[src/design/atipd_pkg.sv]
`default_nettype none

package atipd_pkg;

   // Terminator selector codes (other codes behave as none)
   localparam logic [2:0] TERM_NONE    = 3'd0;
   localparam logic [2:0] TERM_OK      = 3'd1;
   localparam logic [2:0] TERM_SEND_OK = 3'd2;
   localparam logic [2:0] TERM_PROMPT  = 3'd3;
   localparam logic [2:0] TERM_READY   = 3'd4;

   // Terminator text, right aligned, first character in the highest used byte
   localparam logic [71:0] TXT_OK      = 72'("OK\015\012");
   localparam logic [71:0] TXT_SEND_OK = 72'("SEND OK\015\012");
   localparam logic [71:0] TXT_PROMPT  = 72'("> ");
   localparam logic [71:0] TXT_READY   = 72'("ready\015\012");

   // Characters of the request header
   localparam logic [7:0] CH_PLUS   = 8'h2B;
   localparam logic [7:0] CH_CR     = 8'h0D;
   localparam logic [7:0] CH_LF     = 8'h0A;
   localparam logic [7:0] CH_I      = 8'h49;
   localparam logic [7:0] CH_P      = 8'h50;
   localparam logic [7:0] CH_D      = 8'h44;
   localparam logic [7:0] CH_COMMA  = 8'h2C;
   localparam logic [7:0] CH_COLON  = 8'h3A;
   localparam logic [7:0] CH_SPACE  = 8'h20;
   localparam logic [7:0] CH_DIGIT0 = 8'd48;

   // Quiet countdown start value after a full terminator match
   localparam logic [3:0] QUIET_ARM  = 4'd10;
   localparam logic [3:0] QUIET_DONE = 4'd1;
   localparam logic [3:0] MATCH_MAX  = 4'd8;

   // Input word
   typedef struct packed {
      logic       mode;
      logic [7:0] byte_value;
   } req_type;

   // Result word
   typedef struct packed {
      logic       route_valid;
      logic [7:0] route_byte;
      logic       request_done;
      logic [7:0] channel_out;
      logic       end_found;
   } rsp_type;

   // Item being processed this cycle
   typedef struct packed {
      logic       fire;
      logic       tick;
      logic [7:0] data;
   } step_type;

   // Header parser status toward the top level
   typedef struct packed {
      logic       route_valid;
      logic [7:0] route_byte;
      logic       done;
      logic [7:0] channel;
   } hdr_status_type;

   // Terminator length for a selector code
   function automatic logic [3:0] term_len(input logic [2:0] sel);
      logic [3:0] len;
      unique case (sel)
         TERM_OK:      len = 4'd4;
         TERM_SEND_OK: len = 4'd9;
         TERM_PROMPT:  len = 4'd2;
         TERM_READY:   len = 4'd7;
         default:      len = 4'd0;
      endcase
      return len;
   endfunction

   // Terminator character at a position, zero beyond its end
   function automatic logic [7:0] term_char(input logic [2:0] sel, input logic [3:0] pos);
      logic [71:0] txt;
      logic [3:0]  len;
      logic [3:0]  back;
      logic [7:0]  ch;
      unique case (sel)
         TERM_OK:      txt = TXT_OK;
         TERM_SEND_OK: txt = TXT_SEND_OK;
         TERM_PROMPT:  txt = TXT_PROMPT;
         TERM_READY:   txt = TXT_READY;
         default:      txt = '0;
      endcase
      len  = term_len(sel);
      back = len - 4'd1 - pos;
      if (pos < len) begin
         ch = txt[{back, 3'b000} +: 8];
      end else begin
         ch = '0;
      end
      return ch;
   endfunction

endpackage

`default_nettype wire

[src/design/atipd_header.sv]
`default_nettype none

module atipd_header (
   input  wire logic                     clock,
   input  wire logic                     reset,
   input  wire atipd_pkg::step_type       step,
   input  wire logic                     clear,
   output atipd_pkg::hdr_status_type      status
);
   import atipd_pkg::*;

   typedef enum logic [10:0] {
      HDR_IDLE   = 11'b000_0000_0001,
      HDR_PLUS   = 11'b000_0000_0010,
      HDR_I      = 11'b000_0000_0100,
      HDR_P      = 11'b000_0000_1000,
      HDR_D      = 11'b000_0001_0000,
      HDR_CHAN   = 11'b000_0010_0000,
      HDR_LEN    = 11'b000_0100_0000,
      HDR_METHOD = 11'b000_1000_0000,
      HDR_ROUTE  = 11'b001_0000_0000,
      HDR_DONE   = 11'b010_0000_0000,
      HDR_LINE   = 11'b100_0000_0000
   } hdr_state_type;

   hdr_state_type state_ff, state_in;
   logic [7:0]    chan_ff, chan_in;
   logic [7:0]    chan_next;
   logic          is_eol;
   logic          route_valid;

   // Decimal accumulate: chan * 10 + c - '0', modulo 256
   assign chan_next = {chan_ff[4:0], 3'b000} + {chan_ff[6:0], 1'b0} + step.data - CH_DIGIT0;
   assign is_eol    = (step.data == CH_CR) || (step.data == CH_LF);

   // Advance the header parser on a byte, drop everything on a reporting tick
   always_comb begin
      state_in    = state_ff;
      chan_in     = chan_ff;
      route_valid = 1'b0;
      if (step.fire && step.tick) begin
         if (clear) begin
            state_in = HDR_IDLE;
            chan_in  = '0;
         end
      end else if (step.fire) begin
         unique case (state_ff)
            HDR_IDLE: begin
               if (step.data == CH_PLUS) begin
                  state_in = HDR_PLUS;
               end else if (!is_eol) begin
                  state_in = HDR_LINE;
               end
            end
            HDR_LINE: begin
               if (is_eol) begin
                  state_in = HDR_IDLE;
               end
            end
            HDR_PLUS: state_in = (step.data == CH_I) ? HDR_I : HDR_IDLE;
            HDR_I:    state_in = (step.data == CH_P) ? HDR_P : HDR_IDLE;
            HDR_P:    state_in = (step.data == CH_D) ? HDR_D : HDR_IDLE;
            HDR_D: begin
               if (step.data == CH_COMMA) begin
                  state_in = HDR_CHAN;
                  chan_in  = '0;
               end else begin
                  state_in = HDR_IDLE;
               end
            end
            HDR_CHAN: begin
               if (step.data == CH_COMMA) begin
                  state_in = HDR_LEN;
               end else begin
                  chan_in = chan_next;
               end
            end
            HDR_LEN: begin
               if (step.data == CH_COLON) begin
                  state_in = HDR_METHOD;
               end
            end
            HDR_METHOD: begin
               if (step.data == CH_SPACE) begin
                  state_in = HDR_ROUTE;
               end
            end
            HDR_ROUTE: begin
               if (step.data == CH_SPACE) begin
                  state_in = HDR_DONE;
               end else begin
                  route_valid = 1'b1;
               end
            end
            HDR_DONE: state_in = HDR_DONE;
            default:  state_in = HDR_IDLE;
         endcase
      end
   end

   always_ff @(posedge clock) begin
      if (reset) begin
         state_ff <= HDR_IDLE;
         chan_ff  <= '0;
      end else begin
         state_ff <= state_in;
         chan_ff  <= chan_in;
      end
   end

   assign status.route_valid = route_valid;
   assign status.route_byte  = route_valid ? step.data : 8'd0;
   assign status.done        = (state_ff == HDR_DONE);
   assign status.channel     = chan_ff;

`ifndef SYNTHESIS
   // A reporting tick leaves the parser idle with a cleared channel
   a_clear_idle: assert property (@(posedge clock) disable iff (reset)
      step.fire && step.tick && clear |=> state_ff == HDR_IDLE && chan_ff == 8'd0)
      else $error("header parser not cleared after report");
   // Route bytes only come out of the route state
   a_route_state: assert property (@(posedge clock) disable iff (reset)
      route_valid |-> state_ff == HDR_ROUTE && !step.tick)
      else $error("route byte outside route state");
   // The channel restarts from zero when its digits begin
   a_chan_start: assert property (@(posedge clock) disable iff (reset)
      step.fire && !step.tick && state_ff == HDR_D && step.data == CH_COMMA
      |=> chan_ff == 8'd0)
      else $error("channel not restarted");
`endif

endmodule

`default_nettype wire

[src/design/atipd_term.sv]
`default_nettype none

module atipd_term (
   input  wire logic                clock,
   input  wire logic                reset,
   input  wire atipd_pkg::step_type  step,
   input  wire logic [2:0]          response_type,
   input  wire logic                clear,
   output logic                     end_hit
);
   import atipd_pkg::*;

   logic [3:0] match_ff, match_in;
   logic [3:0] quiet_ff, quiet_in;
   logic [3:0] len;
   logic [3:0] last;
   logic [7:0] ch_cur;
   logic [7:0] ch_first;
   logic [3:0] match_mid;
   logic [3:0] quiet_dec;

   assign len       = term_len(response_type);
   assign last      = len - 4'd1;
   assign ch_cur    = term_char(response_type, match_ff);
   assign ch_first  = term_char(response_type, 4'd0);
   assign quiet_dec = (quiet_ff > QUIET_DONE) ? quiet_ff - 4'd1 : quiet_ff;

   // Accept the terminator once the countdown reaches one with no partial match
   assign end_hit = step.fire && step.tick && (len != 4'd0)
                    && (quiet_dec == QUIET_DONE) && (match_ff == 4'd0);

   // Track the terminator match and the quiet countdown
   always_comb begin
      match_in  = match_ff;
      quiet_in  = quiet_ff;
      match_mid = match_ff;
      if (step.fire && step.tick) begin
         if (clear) begin
            match_in = '0;
            quiet_in = '0;
         end else begin
            quiet_in = quiet_dec;
         end
      end else if (step.fire && len != 4'd0) begin
         if (match_ff == last && step.data == ch_cur) begin
            match_mid = '0;
            quiet_in  = QUIET_ARM;
         end else if (match_ff < last) begin
            if (step.data == ch_cur) begin
               match_mid = match_ff + 4'd1;
            end else begin
               match_mid = '0;
               quiet_in  = '0;
            end
         end else begin
            match_mid = '0;
            quiet_in  = '0;
         end
         // Restart the match on the first terminator character
         if (match_mid == 4'd0 && step.data == ch_first) begin
            match_in = 4'd1;
         end else begin
            match_in = match_mid;
         end
      end
   end

   always_ff @(posedge clock) begin
      if (reset) begin
         match_ff <= '0;
         quiet_ff <= '0;
      end else begin
         match_ff <= match_in;
         quiet_ff <= quiet_in;
      end
   end

`ifndef SYNTHESIS
   // Countdown never exceeds its start value
   a_quiet_range: assert property (@(posedge clock) disable iff (reset)
      quiet_ff <= QUIET_ARM)
      else $error("quiet count out of range");
   // Match position stays inside the longest terminator
   a_match_range: assert property (@(posedge clock) disable iff (reset)
      match_ff <= MATCH_MAX)
      else $error("match position out of range");
   // Accepting the terminator clears the matcher
   a_end_clear: assert property (@(posedge clock) disable iff (reset)
      end_hit && clear |=> match_ff == 4'd0 && quiet_ff == 4'd0)
      else $error("matcher not cleared after terminator");
`endif

endmodule

`default_nettype wire

[src/design/at_response_ipd_parser.sv]
`default_nettype none

// Channel   Direction  Handshake             Word
// req       in         req_valid/req_stall   atipd_pkg::req_type (mode, byte_value)
// rsp       out        rsp_valid/rsp_stall   atipd_pkg::rsp_type (one per req word)
// csr       in         csr_wr_en             csr_wr_data = response_type
//
// One word per cycle unless stalled; a word passes input, then result register.
// Each word is parsed in a single pass between the input register and the
// result register; header and terminator state update in that same cycle.
// Synchronous active-high reset clears parser state and selects no terminator.
// rsp_stall on a waiting result holds the result register and, with the input
// register full, raises req_stall in the same cycle.

module at_response_ipd_parser (
   input  wire logic               clock,
   input  wire logic               reset,
   input  wire logic               req_valid,
   output logic                    req_stall,
   input  wire atipd_pkg::req_type  req_data,
   output logic                    rsp_valid,
   input  wire logic               rsp_stall,
   output atipd_pkg::rsp_type       rsp_data,
   input  wire logic               csr_wr_en,
   input  wire logic [2:0]         csr_wr_data
);
   import atipd_pkg::*;

   logic           in_valid_ff;
   req_type        in_word_ff;
   logic           out_valid_ff;
   rsp_type        out_word_ff, out_word_in;
   logic [2:0]     resp_type_ff;
   logic           advance;
   logic           fire;
   step_type       step;
   hdr_status_type hdr_status;
   logic           end_hit;
   logic           clear;

   // Move the result stage when it is empty or being taken
   assign advance   = !out_valid_ff || !rsp_stall;
   assign fire      = in_valid_ff && advance;
   assign req_stall = in_valid_ff && !advance;

   assign step.fire = fire;
   assign step.tick = in_word_ff.mode;
   assign step.data = in_word_ff.byte_value;

   // Clear all parser state on a tick that reports something
   assign clear = step.tick && (end_hit || hdr_status.done);

   atipd_header u_header (
      .clock  (clock),
      .reset  (reset),
      .step   (step),
      .clear  (clear),
      .status (hdr_status)
   );

   atipd_term u_term (
      .clock         (clock),
      .reset         (reset),
      .step          (step),
      .response_type (resp_type_ff),
      .clear         (clear),
      .end_hit       (end_hit)
   );

   // Build the result word; the terminator wins over a finished header
   always_comb begin
      out_word_in = '0;
      if (step.tick) begin
         out_word_in.end_found = end_hit;
         if (!end_hit && hdr_status.done) begin
            out_word_in.request_done = 1'b1;
            out_word_in.channel_out  = hdr_status.channel;
         end
      end else begin
         out_word_in.route_valid = hdr_status.route_valid;
         out_word_in.route_byte  = hdr_status.route_byte;
      end
   end

   // Input register
   always_ff @(posedge clock) begin
      if (reset) begin
         in_valid_ff <= 1'b0;
      end else if (!req_stall) begin
         in_valid_ff <= req_valid;
      end
   end

   always_ff @(posedge clock) begin
      if (req_valid && !req_stall) begin
         in_word_ff <= req_data;
      end
   end

   // Result register
   always_ff @(posedge clock) begin
      if (reset) begin
         out_valid_ff <= 1'b0;
      end else if (advance) begin
         out_valid_ff <= in_valid_ff;
      end
   end

   always_ff @(posedge clock) begin
      if (fire) begin
         out_word_ff <= out_word_in;
      end
   end

   // Terminator selector
   always_ff @(posedge clock) begin
      if (reset) begin
         resp_type_ff <= TERM_NONE;
      end else if (csr_wr_en) begin
         resp_type_ff <= csr_wr_data;
      end
   end

   assign rsp_valid = out_valid_ff;
   assign rsp_data  = out_word_ff;

`ifndef SYNTHESIS
   // A processed word shows up as a result in the next cycle
   a_fire_result: assert property (@(posedge clock) disable iff (reset)
      fire |=> rsp_valid)
      else $error("processed word lost");
   // A result never carries a route byte together with a tick report
   a_route_tick: assert property (@(posedge clock) disable iff (reset)
      rsp_valid |-> !(rsp_data.route_valid
                      && (rsp_data.request_done || rsp_data.end_found)))
      else $error("route byte mixed with tick report");
   // Only one tick report at a time, channel only with a finished header
   a_one_report: assert property (@(posedge clock) disable iff (reset)
      rsp_valid && !rsp_data.request_done |-> rsp_data.channel_out == 8'd0)
      else $error("channel reported without request");
   a_no_both: assert property (@(posedge clock) disable iff (reset)
      rsp_valid |-> !(rsp_data.request_done && rsp_data.end_found))
      else $error("both reports on one tick");
`endif

endmodule

`default_nettype wire
[config.mk]
export PLATFORM = sky130hd
export DESIGN_NAME = at_response_ipd_parser
export DESIGN_NICKNAME = d
export VERILOG_FILES = /design/src/design/atipd_pkg.sv /design/src/design/atipd_header.sv /design/src/design/atipd_term.sv /design/src/design/at_response_ipd_parser.sv
export SDC_FILE = /design/constraint.sdc
export NUM_CORES = 1
export LEC_CHECK = 0
export BUFFER_PORTS_ARGS = -buffer_cell sky130_fd_sc_hd__clkbuf_2
export CAP_MARGIN = 20
export CORE_UTILIZATION = 61
export DETAILED_ROUTE_END_ITERATION = 8
export PLACE_DENSITY = 0.81
export SYNTH_ARGS = -nofsm -noshare
export SYNTH_HDL_FRONTEND = slang
export SYNTH_SLANG_ARGS = --single-unit
[constraint.sdc]
create_clock -name clock -period 4.85 [get_ports clock]
set_input_delay 0.2425 -clock clock [delete_from_list [all_inputs] [get_ports clock]]
set_output_delay 0.2425 -clock clock [all_outputs]
set_load 0.02 [all_outputs]
==> results.json <==
{
  "fin_skew_ns": 0.008883,
  "synth-edff-count": 28,
  "clkPwrFrac_pct": 40.1,
  "ir_worst_vdd_mv": 0.2640,
  "post-place-ws_ns": 0.7956,
  "power_w": 0.001373,
  "path_max_fanout": 22,
  "rows": 30,
  "holdPathStages": 1,
  "nNetsFinal": 588,
  "r2r.worst_path.cells": 14,
  "clk_pin_slew_ns": 0.07,
  "die_h_um": 87.36,
  "end_kind": "flop",
  "ys.flop_type": "dfxtp_1",
  "synth-seq-area-share_pct": 33.33,
  "io_pins": 38,
  "internal_power_w": 0.0009830,
  "grt_antenna_before_repair": 0,
  "finalHoldViolCount": 0,
  "numPortBuffers": 37,
  "leakagePower_nw": 1.881,
  "cts_buffers": 9,
  "synth_area_um2": 4444,
  "grt_max_degree": 32,
  "postCtsHoldBufs": 0,
  "fin_area_um2": 4901,
  "area_growth_pct": 10.28,
  "drt-initial-drc-count": 288,
  "htreeDepth": 3,
  "cts_resized": 0,
  "viasPerCell": 6.253,
  "routabilityCongestion": 0.8771,
  "avgRoutedWirePerCell_um": 16.32,
  "clock.fmax_ghz": 0.2433,
  "synth_cells": 512,
  "maxSlewHeadroom_pct": 49.99,
  "rsz0062_at_grt": "no",
  "synth-seq-cells": 60,
  "p_sw_w": 0.0003901,
  "hold_ws_ns": 0.08277,
  "firstDrtPassIters": 5,
  "worstSetupPathType": "reg -> reg",
  "hold_class": "in -> reg",
  "synth_fp_nets": 560,
  "power_density_nw_per_um2": 280.2,
  "pwr-share-seq_pct": 41.6,
  "syn_avg_cell_area_um2": 8.680,
  "die_area_um2": 7631,
  "yosysUniqueCellTypes": 80,
  "clkSinkCount": 60,
  "dr_total_vias": 4008,
  "grt_pass1_vias": 3637,
  "antenna_cells": 0,
  "min_from": "req_data[4]",
  "combPwrFrac_pct": 18.4,
  "finalSetupTns_ns": 0,
  "grt_first_pass_wirelength_mm": 17.01,
  "worst_ep_required_time_ns": 5.11,
  "cts_tree": "yes",
  "yosys_warnings": 0,
  "synthArstFlopShare_pct": 0,
  "cts_root_buf": "clkbuf_8",
  "hpwl_mm": 7.731,
  "totalWireLength_mm": 10.46,
  "startpoint_type": "flop",
  "placed_cell_area_um2": 4657,
  "grt_use_total_pct": 29.12,
  "core_um2": 6907,
  "drc": 0,
  "finalMaxSlewViolations": 0,
  "initial_utilization_pct": 64.35,
  "clock_latency_ns": 0.34,
  "maxCapViolations": 0,
  "post_cts_buffers": 0,
  "setup_slack_ns": 0.7407,
  "outcome": "completed",
  "arrival_ns": 4.37,
  "setup.worst_path.start": "resp_type_ff[1]",
  "n_fill_cell": 561,
  "post-route-min-period_ns": 4.109,
  "ant_nets": 0,
  "globalRoute.totalOverflow": 0,
  "die_x_um": 87.36,
  "clockBufferDepth": 2,
  "setup_viol": 0,
  "reg2reg_from": "resp_type_ff[1]",
  "worstMarginPinSlew_ns": 0.7501,
  "switching_share_pct": 28.41,
  "layout-drive-gt1-share_pct": 14.68,
  "min_period_over_period_pct": 84.73
}
## layout by cell type (no fill, tap or decap), drive strengths merged, types with 7 or more instances in the layout
cell type  netlist  final
a21oi           43     43
and2            19     19
clkbuf          16     47
dfxtp           32     32
edfxtp          28     28
ha              25     25
inv             31     32
mux2i            9      9
nand2           37     37
nand3           14     14
nand4            9      9
nor2            50     50
nor3            21     21
nor4            10     10
o211ai           7      7
o21ai           17     17
or3              9      9
xnor2           15     15
## per-layer routing
| layer | global-route usage, % | part of all wire (%) |
|---|---|---|
| met1 | 38.36 | 44 |
| met2 | 47.87 | 47 |
| met3 | 5.213 | 7.0 |
| met4 | 10.58 | 2.2 |
| met5 | 0 | 0 |
## cells by family (layout without fill, tap and decap cells)
| logic type | after synthesis | after routing | synth area share (%) |
|---|---|---|---|
| XOR/XNOR | 21 | 21 | 4.308 |
| adder cells (fa/ha/maj) | 31 | 31 | 9.741 |
| AND/OR/NAND/NOR | 221 | 221 | 27.22 |
| flip-flops | 60 | 60 | 33.33 |
| buffers and inverters | 57 | 90 | 5.462 |
| multiplexers | 9 | 9 | 2.027 |
| AO/OA/AOI/OAI | 113 | 113 | 17.91 |
## synthesized netlist by cell type (3+ instances only)
library cell,count,area (um2)
a21o_1,3,22.52
a21oi_1,41,205.2
a31oi_1,4,25.02
and2_1,19,118.9
and3_1,6,37.54
and4_1,4,35.03
buf_4,3,22.52
clkbuf_1,16,60.06
dfxtp_1,32,640.6
edfxtp_1,28,840.8
fa_1,6,120.1
ha_1,25,312.8
inv_1,30,112.6
mux2i_1,9,90.09
nand2_1,37,138.9
nand2b_1,5,31.28
nand3_1,14,70.07
nand3b_1,6,45.04
nand4_1,9,56.30
nand4b_1,4,35.03
nor2_1,49,183.9
nor2b_1,6,37.54
nor3_1,19,95.09
nor4_1,10,62.56
nor4b_1,3,26.28
o2111ai_1,3,26.28
o211ai_1,6,45.04
o21ai_0,16,80.08
o22ai_1,4,25.02
or2_2,3,18.77
or3_1,9,56.30
xnor2_1,14,122.6
xor2_1,6,52.55
## state kept, by name, summed over array words and instances, names as in the netlist
register,cells
resp_type_ff,3
rsp_data,19
u_header.state_ff,11
u_term.quiet_ff,4
u_header.chan_ff,8
in_word_ff,9
in_valid_ff,1
rsp_valid,1
u_term.match_ff,4
## layout make-up
type                            instances  area (um2)  area share (%)
Clock buffer                           10       127.6           2.604
Clock inverter                          6       111.4           2.272
Inverter                               32       120.1           2.451
Multi-Input combinational cell        395        2720           55.50
Sequential cell                        60        1481           30.23
Tap cell                               96       120.1           2.451
Timing Repair Buffer                   42       220.2           4.493
## power by group through the flow
stage	sequential [W]	combinational (W)	clock [W]
final	0.000571	0.000252	0.000550
after global routing	0.000573	0.000276	0.000573
after CTS	0.000569	0.000249	0.000556
after detailed placement	0.000581	0.000247	0
after global placement	0.000579	0.000241	0
after floorplan	0.000579	0.000188	0
## worst max-delay path, stage by stage, from the launching register on
cell and delay, ns:
dfxtp_1 0.31, buf_4 0.20, nand2b_4 0.11, a21oi_1 0.13, ha_1 0.25, fa_1 0.72, clkinv_1 0.32, a2111oi_2 0.47
nor3_2 0.13, xnor2_1 0.18, nor4_1 0.08, a311o_1 0.32, and3b_1 0.25, a41o_4 0.31, a221oi_2 0.26
## metrics by stage
| step | instances | utilization (%) |
|---|---|---|
| global route | 641 | 70.96 |
| CTS | 640 | 70.89 |
| floorplan | 512 | - |
| detailed placement | 624 | 67.43 |
| global placement | 624 | 67.43 |
| finish | 641 | 70.96 |
## worst paths after layout
check | endpoint | slack (ns)
max reg2reg | u_term.quiet_ff[1] | 0.74
max | u_term.quiet_ff[1] | 0.74
min reg2reg | u_header.chan_ff[7] | 0.45
min | in_word_ff[4] | 0.08
Power figures use the tool's default switching activity.
